--- src/rtl/core/fdpm_pkg.sv ---
`default_nettype none

package fdpm_pkg;

    localparam int SYM_W       = 2;
    localparam int NUM_LETTERS = 4;
    localparam int DIST_W      = 5;
    localparam int DIST_LIMIT  = 31;
    localparam int FIELD_W     = 20;
    localparam int S_TDATA_W   = 8;
    localparam int M_TDATA_W   = 48;
    localparam int M_PAD_W     = M_TDATA_W - 2 * FIELD_W - 1;

    typedef logic [NUM_LETTERS-1:0] presence_t;

    typedef enum logic [1:0] {
        OP_LOAD    = 2'd0,
        OP_RESTART = 2'd1,
        OP_CLOSE   = 2'd2,
        OP_BLANK   = 2'd3
    } job_op_t;

    typedef struct packed {
        logic             load;
        logic             restart;
        logic             step;
        logic [SYM_W-1:0] sym;
        presence_t        presence;
    } chain_ctl_t;

endpackage

`default_nettype wire

--- src/rtl/core/fdpm_presence.sv ---
`default_nettype none

module fdpm_presence #(
    parameter int POSITION_BITS = 20
) (
    input  logic                              aclk,
    input  logic                              aresetn,
    input  logic                              upd_en,
    input  logic [fdpm_pkg::SYM_W-1:0]        upd_sym,
    input  logic [POSITION_BITS-1:0]          upd_pos,
    input  logic                              clr,
    input  logic [POSITION_BITS-1:0]          qry_pos,
    input  logic [fdpm_pkg::DIST_W-1:0]       radius,
    output fdpm_pkg::presence_t               presence
);

    logic [POSITION_BITS-1:0]         last_seen_reg [fdpm_pkg::NUM_LETTERS];
    logic [fdpm_pkg::NUM_LETTERS-1:0] seen_reg;
    logic [POSITION_BITS:0]           reach [fdpm_pkg::NUM_LETTERS];

    always_ff @(posedge aclk) begin
        if (!aresetn) begin
            seen_reg <= '0;
        end else if (clr) begin
            seen_reg <= '0;
        end else if (upd_en) begin
            seen_reg[upd_sym] <= 1'b1;
        end
    end

    always_ff @(posedge aclk) begin
        if (upd_en) begin
            last_seen_reg[upd_sym] <= upd_pos;
        end
    end

    // letter held at p when last seen at or after p - k
    always_comb begin
        for (int l = 0; l < fdpm_pkg::NUM_LETTERS; l++) begin
            reach[l]    = {1'b0, last_seen_reg[l]} + (POSITION_BITS+1)'(radius);
            presence[l] = seen_reg[l] && (reach[l] >= {1'b0, qry_pos});
        end
    end

endmodule

`default_nettype wire

--- config.mk ---
export PLATFORM = sky130hd
export DESIGN_NAME = fdpm_presence
export DESIGN_NICKNAME = d
export VERILOG_FILES = /design/src/rtl/core/fdpm_pkg.sv /design/src/rtl/core/fdpm_presence.sv
export SDC_FILE = /design/constraint.sdc
export NUM_CORES = 1
export LEC_CHECK = 0
export BUFFER_PORTS_ARGS = -buffer_cell sky130_fd_sc_hd__buf_2
export CAP_MARGIN = 20
export CORE_MARGIN = 3
export CORE_UTILIZATION = 61
export CTS_BUF_LIST = sky130_fd_sc_hd__clkbuf_4 sky130_fd_sc_hd__clkbuf_8 sky130_fd_sc_hd__clkbuf_16
export DETAILED_ROUTE_END_ITERATION = 6
export PLACE_DENSITY = 0.79
export SETUP_SLACK_MARGIN = 0.4
export SLEW_MARGIN = 20
export SYNTH_ARGS = -nofsm -noshare
export SYNTH_HDL_FRONTEND = slang
export SYNTH_SLANG_ARGS = --single-unit
--- constraint.sdc ---
create_clock -name aclk -period 6.9 [get_ports aclk]
set_input_delay 1.035 -clock aclk [delete_from_list [all_inputs] [get_ports aclk]]
set_output_delay 1.035 -clock aclk [all_outputs]
set_load 0.1 [all_outputs]
* Word level (Yosys, flattened, before mapping) *
Memory sizes are Yosys's and may differ from the RTL's.
Index checks and enable logic that the tools add are counted.
Widths: inputs -> output; s select.

cells by class
  reduce and logical (&&, ||, !) cells = 6
  $add $sub $neg = 4
  bitwise logic cells = 2
  magnitude comparators = 6
  multiplexer cells = 4

operators with widths
  kind                count
  $add 20x5->21       4
  $ge 21x20->1        4
  $logic_and 1x1->1   5
  $or 4x4->4          1
  $lt 2x3->1 const B  1
  $mux 1              3
  $demux 1 s2         1
  $ge 2x1->1 const B  1
  $reduce_or 2->1     1
  $not 1->1           1

word-level totals
  memories = 1
  bits in writable memories = 80
  bits of input ports = 51
  output and inout bits = 4
  bits in registers = 4
  logic and storage cells = 24

memories
  memory         depth  width  read ports  clocked after Yosys merged registers in  wr ports  line                 source
  last_seen_reg  4      20     4           0                                        1         fdpm_presence.sv:17  logic [POSITION_BITS-1:0] last_seen_reg [fdpm_pkg::NUM_LETTERS];

* Longest topological paths before layout *
Gate-level depths: netlist of run 1.

  depth after elaboration = 5
  mapped depth = 16
  gate-level depth less buffers = 16

* Worst setup path before layout of run 1 *
No wires, ideal clock.

  kind = input port to output port
  start = in radius[0] in the netlist's numbering
  end = out presence[3]
  data arrival time = 6.320 ns
  data required time = 5.865 ns
  path buffers = 0
  stages on the path = 14
  slack = -0.455 ns
  cell sequence = ha_1 inv_1 fa_1 nor2b_1 o21a_1 o21ai_1 a21oi_1 nand4_1 xnor2_1 ha_1 nand4_1 nor3_1 a211oi_1 o41ai_1

on the way
  cells in the longest elaborated chain, start to end = 3

ends and longest elaborated chain
  item               line                 source
  from (decl)        fdpm_presence.sv:13  input logic [fdpm_pkg::DIST_W-1:0] radius,
  $add 20x5->21      fdpm_presence.sv:40  reach[l] = {1'b0, last_seen_reg[l]} + (POSITION_BITS+1)'(radius);
  $ge 21x20->1       fdpm_presence.sv:41  presence[l] = seen_reg[l] && (reach[l] >= {1'b0, qry_pos});
  $logic_and 1x1->1  fdpm_presence.sv:41
  to (decl)          fdpm_presence.sv:14  output fdpm_pkg::presence_t presence

No other way between the ends.

* Worst setup path after layout of run 1 *
  start = in radius[1] in the netlist's numbering
  end = out presence[0]

Same word-level chain as after synthesis.

==> summary.md, run 1 <==
| Metric | Value |
|---|---|
| Synthesized instance count | 580 |
| Post-synth top flop | edfxtp_1 |
| Max incr delay on CP | 500 ps |
| Global-route wire length before repair | 23,900 µm |
| Routed vias | 4,742 |
| Period minus WS final | 6120 ps |
| Max-slew violation count | 0 |
| H-tree levels | 3 |
| Post-synth cell types | 48 |
| Most frequent cells in the layout | ha_1, edfxtp_1, xnor2_1, buf_2, inv_1 |
| Flops & latches, synth | 84 |
| Pin count of the biggest net entering global routing | 22 |
| Leading area contributor after synthesis | edfxtp_1 |
| Synth Area per Inst | 10.6 µm² |
| CP bufs+invs | 3 |
| Worst skew pair latency | 360 ps |
| Global Route Usage Sum | 27.7% |
| Buffers added on ports | 54 |
| Share of cells above drive strength 1 | 13.0% |
| Delay-heaviest family, CP | simple AND/OR/NAND/NOR gates |
| Post-cts sizing count | 0 |
| Max_slew headroom | 38.6% |
| Status | completed |
| Core ar. | 0.00982 mm² |
| Hold Vio Cnt, Final | 0 |
| Lkg Pwr | 2.89 nW |
| Routed vias/inst | 6.04 |
| Maximum vdd drop | 0.127 mV |
| DR DRC count | 0 |
| Initial Utilization | 62.9% |
| Register area share after synthesis | 40.2% |
| Clock slew at reported path FFs | 90 ps |
| Post-CTS Setup Inserts | 0 |
| Worst Setup Path Type | input port to output pin |
| YS warnings | 0 |
| Min-delay worst type | flip-flop to flip-flop |
| Crit path max fanout | 7 |
| Slowest cell on the critical path | fa_1 |
| DRT antenna net count | 0 |
| Starting DRC count in detailed routing | 353 |
| Antenna Cells | 0 |
| CP required | 5860 ps |
| Setup Skew | 0 ps |
| Drt pass-1 iters | 5 |
| RSZ-0062 raised after global routing | no |
| Std-Cell Rows | 36 |
| Root Driver | clkbuf_8 |
| Post-synth EDFFs | 80 |
| CTS Hold Buffers Added | 0 |
| Drt wl/cell | 19.1 µm |
| DIE WIDTH | 107 µm |
| Number of CTS-inserted buffers | 9 |
| CTS tree | built |
| PwrDens | 176 mW/mm² |
| Vias in the first global route | 4,803 |
| Slew of the pin with the lowest slew margin | 898 ps |
| RePlAce Congestion | 0.925 |
| Ys async rst share | 0% |
| Synth top area share | 38.9% |
| Final setup fails | 0 |
| I/O pins | 55 |
| Crit. End Element | output pin |
| Final nets | 802 |
| Maxcap violations | 0 |
| CP Launch Type | input port |
| Commonest non-fill, non-tap cell in the layout | ha_1 |
| Max FFs per register | 80 |
| Die footprint | 0.0114 mm² |
| Final TNS setup | 0 ps |
| CTS sink count | 84 |
| Final period util | 88.6% |
| Area growth syn-to-layout | 10.5% |
| Cell area after synthesis | 0.00617 mm² |
| DP Wirelength | 12,100 µm |
| Fmax | 164 MHz |
| WP data arrival | 5080 ps |
| Final WL | 15,000 µm |
| Die H | 107 µm |
| GRT overflow | 0 |
| Syn Nets | 735 |
| Initial antenna violation count | 0 |
| Clock buffer depth | 2 |
| Post-layout util | 69.4% |
| CP Cell Sequence | buf_2, inv_1, fa_1, nor2b_1, o31a_1, nor2_1, nor2_1, nand3_1, xnor2_1, ha_1, nand4_1, nor3_1, a221oi_1, o31ai_1, a31oi_1, a21boi_1, buf_2 |
| Area contributors post-synth | edfxtp_1, ha_1, xnor2_1 |
[path summary, 6_finish.rpt]
check,from,endpoint,slack (ps),cells past startpoint
worst min register to register,seen_reg[1],seen_reg[1],490,2
worst min-delay path,seen_reg[1],seen_reg[1],490,2
worst max-delay path,radius[1],presence[0],780,17
worst max register to register,seen_reg[3],seen_reg[3],6260,2
[cells by family (layout without fill, tap and decap cells)]
| group | Yosys count | in the layout | share of synthesized area (%) |
|---|---|---|---|
| flops | 84 | 84 | 40.2 |
| compound gates | 109 | 109 | 11.6 |
| fa+ha+maj | 104 | 104 | 21.6 |
| xor+xnor | 69 | 69 | 9.79 |
| simple gates | 165 | 165 | 13.9 |
| buf+inv | 49 | 121 | 2.98 |
[worst reg2reg max path, delay by kind of cell, from the launching register on]
family / cells / cell delay (ps)
DFF: 1 / 420
and+or+nand+nor: 2 / 160
[report_power, final]
part	internal, mW	switching, mW
registers	0.585	0.0213
logic	0.117	0.157
clock network	0.133	0.184
total	0.835	0.362
[routing by layer]
layer / global-route usage, % / routed length [µm] / vias up
met5: 0 / 0 / -
met4: 11.9 / 558 / 0
met3: 5.30 / 1080 / 41
met2: 44.7 / 6920 / 201
met1: 36.6 / 6420 / 2223
li1: - / - / 2277
[cells in the mapped netlist, types with 4 or more instances]
| cell type | number |
|---|---|
| xnor2_1 | 58 |
| a21oi_1 | 28 |
| edfxtp_1 | 80 |
| dfxtp_1 | 4 |
| and2_1 | 4 |
| a21o_1 | 16 |
| fa_1 | 4 |
| xor2_1 | 11 |
| nor2b_1 | 5 |
| inv_1 | 48 |
| nand3_1 | 24 |
| nand4_1 | 25 |
| nor2_1 | 42 |
| and3_1 | 5 |
| and4_1 | 5 |
| a211oi_1 | 9 |
| nand2_1 | 34 |
| o21ai_0 | 23 |
| nor3_1 | 7 |
| o21bai_1 | 5 |
| ha_1 | 100 |
[stage by stage]
stage / setup WS, ps / hold WS [ps] / instance area, µm² / total power [mW] / cells
floorplan: 873 / 434 / 6180 / 0.795 / 580
global placement: 1210 / 454 / 6640 / 0.870 / 769
detailed placement: 926 / 469 / 6640 / 0.886 / 769
CTS: 868 / 492 / 6820 / 1.20 / 785
global route: 575 / 551 / 6820 / 1.27 / 785
finish: 785 / 489 / 6820 / 1.20 / 785
[final cells by class]
class / count / area (µm²)
Clock buffer: 9 / 124
Clock inverter: 7 / 50.0
Fill cell: 766 / 3000
Inverter: 48 / 180
Multi-Input combinational cell: 447 / 3520
Sequential cell: 84 / 2480
Tap cell: 133 / 166
Timing Repair Buffer: 57 / 293
Note: power is estimated with default switching activity, not from simulation.
==> run 2, diff against run 1 <==
CORE_ASPECT_RATIO = 1.25   (was default)
CTS_BUF_LIST = sky130_fd_sc_hd__clkbuf_16   (was sky130_fd_sc_hd__clkbuf_4 sky130_fd_sc_hd__clkbuf_8 sky130_fd_sc_hd__clkbuf_16)
MAX_ROUTING_LAYER = met4   (was default)
==> summary.md, run 2 (synthesized netlist as in run 1, its figures left out) <==
| Metric | Value |
|---|---|
| Status | completed |
| RSZ-0062 raised after global routing | no |
| Routed vias | 4,671 |
| CP dominant cell by count | nand4_1 |
| Starting DRC count in detailed routing | 241 |
| CP required | 5860 ps |
| Area taken by flip-flops and latches | 0.00248 mm² |
| Max_slew headroom | 47.8% |
| WP data arrival | 5080 ps |
| Maxcap violations | 0 |
| Max incr delay on CP | 500 ps |
| DIE WIDTH | 96.0 µm |
| Fillers | 744 |
| Fmax | 164 MHz |
| Final period util | 88.6% |
| Std-Cell Rows | 40 |
| Internal | 1.01 mW |
| PwrDens | 198 mW/mm² |
| Logic pwr share | 19.9% |
| Drt wl/cell | 19.2 µm |
| CTS tree | built |
| Number of CTS-inserted buffers | 9 |
| H-tree levels | 3 |
| Drt pass-1 iters | 6 |
| Post-CTS Setup Inserts | 0 |
| Initial Utilization | 63.2% |
| FF-to-FF path depth | 2 |
| CTS sink count | 84 |
| Slew of the pin with the lowest slew margin | 763 ps |
| DRT antenna net count | 0 |
| Root Driver | clkbuf_16 |
| Worst reg-to-reg setup slack | 6300 ps |
| R2r endpoint | seen_reg[3] |
| DR DRC count | 0 |
| Final Cell Area | 0.00695 mm² |
| Global-route wire length before repair | 23,300 µm |
| Final TNS setup | 0 ps |
| Hold path endpoint | seen_reg[0] |
| Die H | 118 µm |
| Final WL | 15,000 µm |
| Worst skew pair latency | 340 ps |
| Max-slew violation count | 0 |
| Pin count of the biggest net entering global routing | 22 |
| Clock share of power | 36.3% |
| Hold Path Origin | seen_reg[0] |
| Net Sw Power | 0.365 mW |
| Crit. End Element | output pin |
| GRT overflow | 0 |
| Routed vias/inst | 6.00 |
| Share of cells above drive strength 1 | 12.3% |
| Setup Skew | 0 ps |
| Die footprint | 0.0114 mm² |
| Core ar. | 0.00976 mm² |
| Hold Vio Cnt, Final | 0 |
| Area growth syn-to-layout | 12.6% |
| Sw Share | 26.5% |
| I/O pins | 55 |
| Vias in the first global route | 4,777 |
| RePlAce Congestion | 0.935 |
| Post-cts sizing count | 0 |
| CP Cell Sequence | buf_2, inv_1, fa_1, nor2b_1, o21a_1, o21ai_1, a21oi_1, nand4_1, xnor2_1, ha_1, nand4_1, nor3_1, nand4_1, a221oi_1, o41ai_1, o41ai_2, buf_2 |
| Buffers added on ports | 54 |
| Maximum vdd drop | 0.163 mV |
| Power after layout | 1.38 mW |
| Clock slew at reported path FFs | 60 ps |
| Clock buffer depth | 2 |
| Min-delay worst type | flip-flop to flip-flop |
| Period minus WS final | 6110 ps |
| DP Wirelength | 12,000 µm |
| Slowest cell on the critical path | fa_1 |
| Max FFs per register | 80 |
| CP Launch Type | input port |
| Antenna Cells | 0 |
| Worst Setup Path Type | input port to output pin |
| Final nets | 802 |
| Lkg Pwr | 2.95 nW |
| Start of the worst register-to-register path | seen_reg[3] |
| Most frequent cells in the layout | ha_1, edfxtp_1, xnor2_1, buf_2, inv_1 |
| Crit path max fanout | 5 |
| Placed cell areas | 0.00664 mm² |
| Final setup fails | 0 |
| CTS Hold Buffers Added | 0 |
| Footprint of the multi-input gates | 0.00352 mm² |
| Cells on Worst Hold Path | 2 |
| Global Route Usage Sum | 28.2% |
| Initial antenna violation count | 0 |
| Commonest non-fill, non-tap cell in the layout | ha_1 |
| Seq pwr share | 43.9% |
run 2: critical path, delay by kind of cell:
family                     cells  cell delay (ps)
AOI/OAI and AO/OA              6             1260
and+or+nand+nor                5             1000
adders and majority gates      2              800
buffers and inverters          3              790
xor gates and xnor gates       1              170
run 2: worst max path at each step:
stage	depth (start not counted)	from	slack, ps	end
after floorplan	14	radius[0]	870	presence[3]
after global placement	17	radius[1]	920	presence[3]
after detailed placement	17	radius[1]	860	presence[3]
after CTS	17	radius[1]	830	presence[3]
after global routing	17	radius[1]	600	presence[0]
final	17	radius[1]	790	presence[3]
run 2: per-layer routing:
metal | track usage (%) | up-vias | share of wire (%)
met2 | 46.0 | 152 | 50
met5 | - | - | 0
met3 | 3.50 | 43 | 4.9
met4 | 14.1 | 0 | 4.1
met1 | 34.0 | 2199 | 41
li1 | - | 2277 | -
run 2: through the flow:
step | instances | worst slack [ps] | utilization, % | hold WS [ps]
global route | 778 | 601 | 71.2 | 508
global placement | 761 | 921 | 67.9 | 450
detailed placement | 762 | 860 | 68.1 | 462
floorplan | 580 | 873 | - | 434
CTS | 778 | 830 | 71.2 | 477
finish | 778 | 786 | 71.2 | 482
run 2: final cells by class:
type,count,area share (%)
Multi-Input combinational cell,447,50.7
Sequential cell,84,35.7
Timing Repair Buffer,57,4.32
Clock buffer,9,3.24
Inverter,48,2.59
Tap cell,126,2.27
Clock inverter,7,1.19
run 2: power by group through the flow:
stage	registers, mW	clock network, mW	logic, mW
floorplan	0.610	0	0.185
global placement	0.614	0	0.258
detailed placement	0.615	0	0.270
CTS	0.604	0.505	0.273
global route	0.607	0.527	0.308
finish	0.605	0.500	0.274
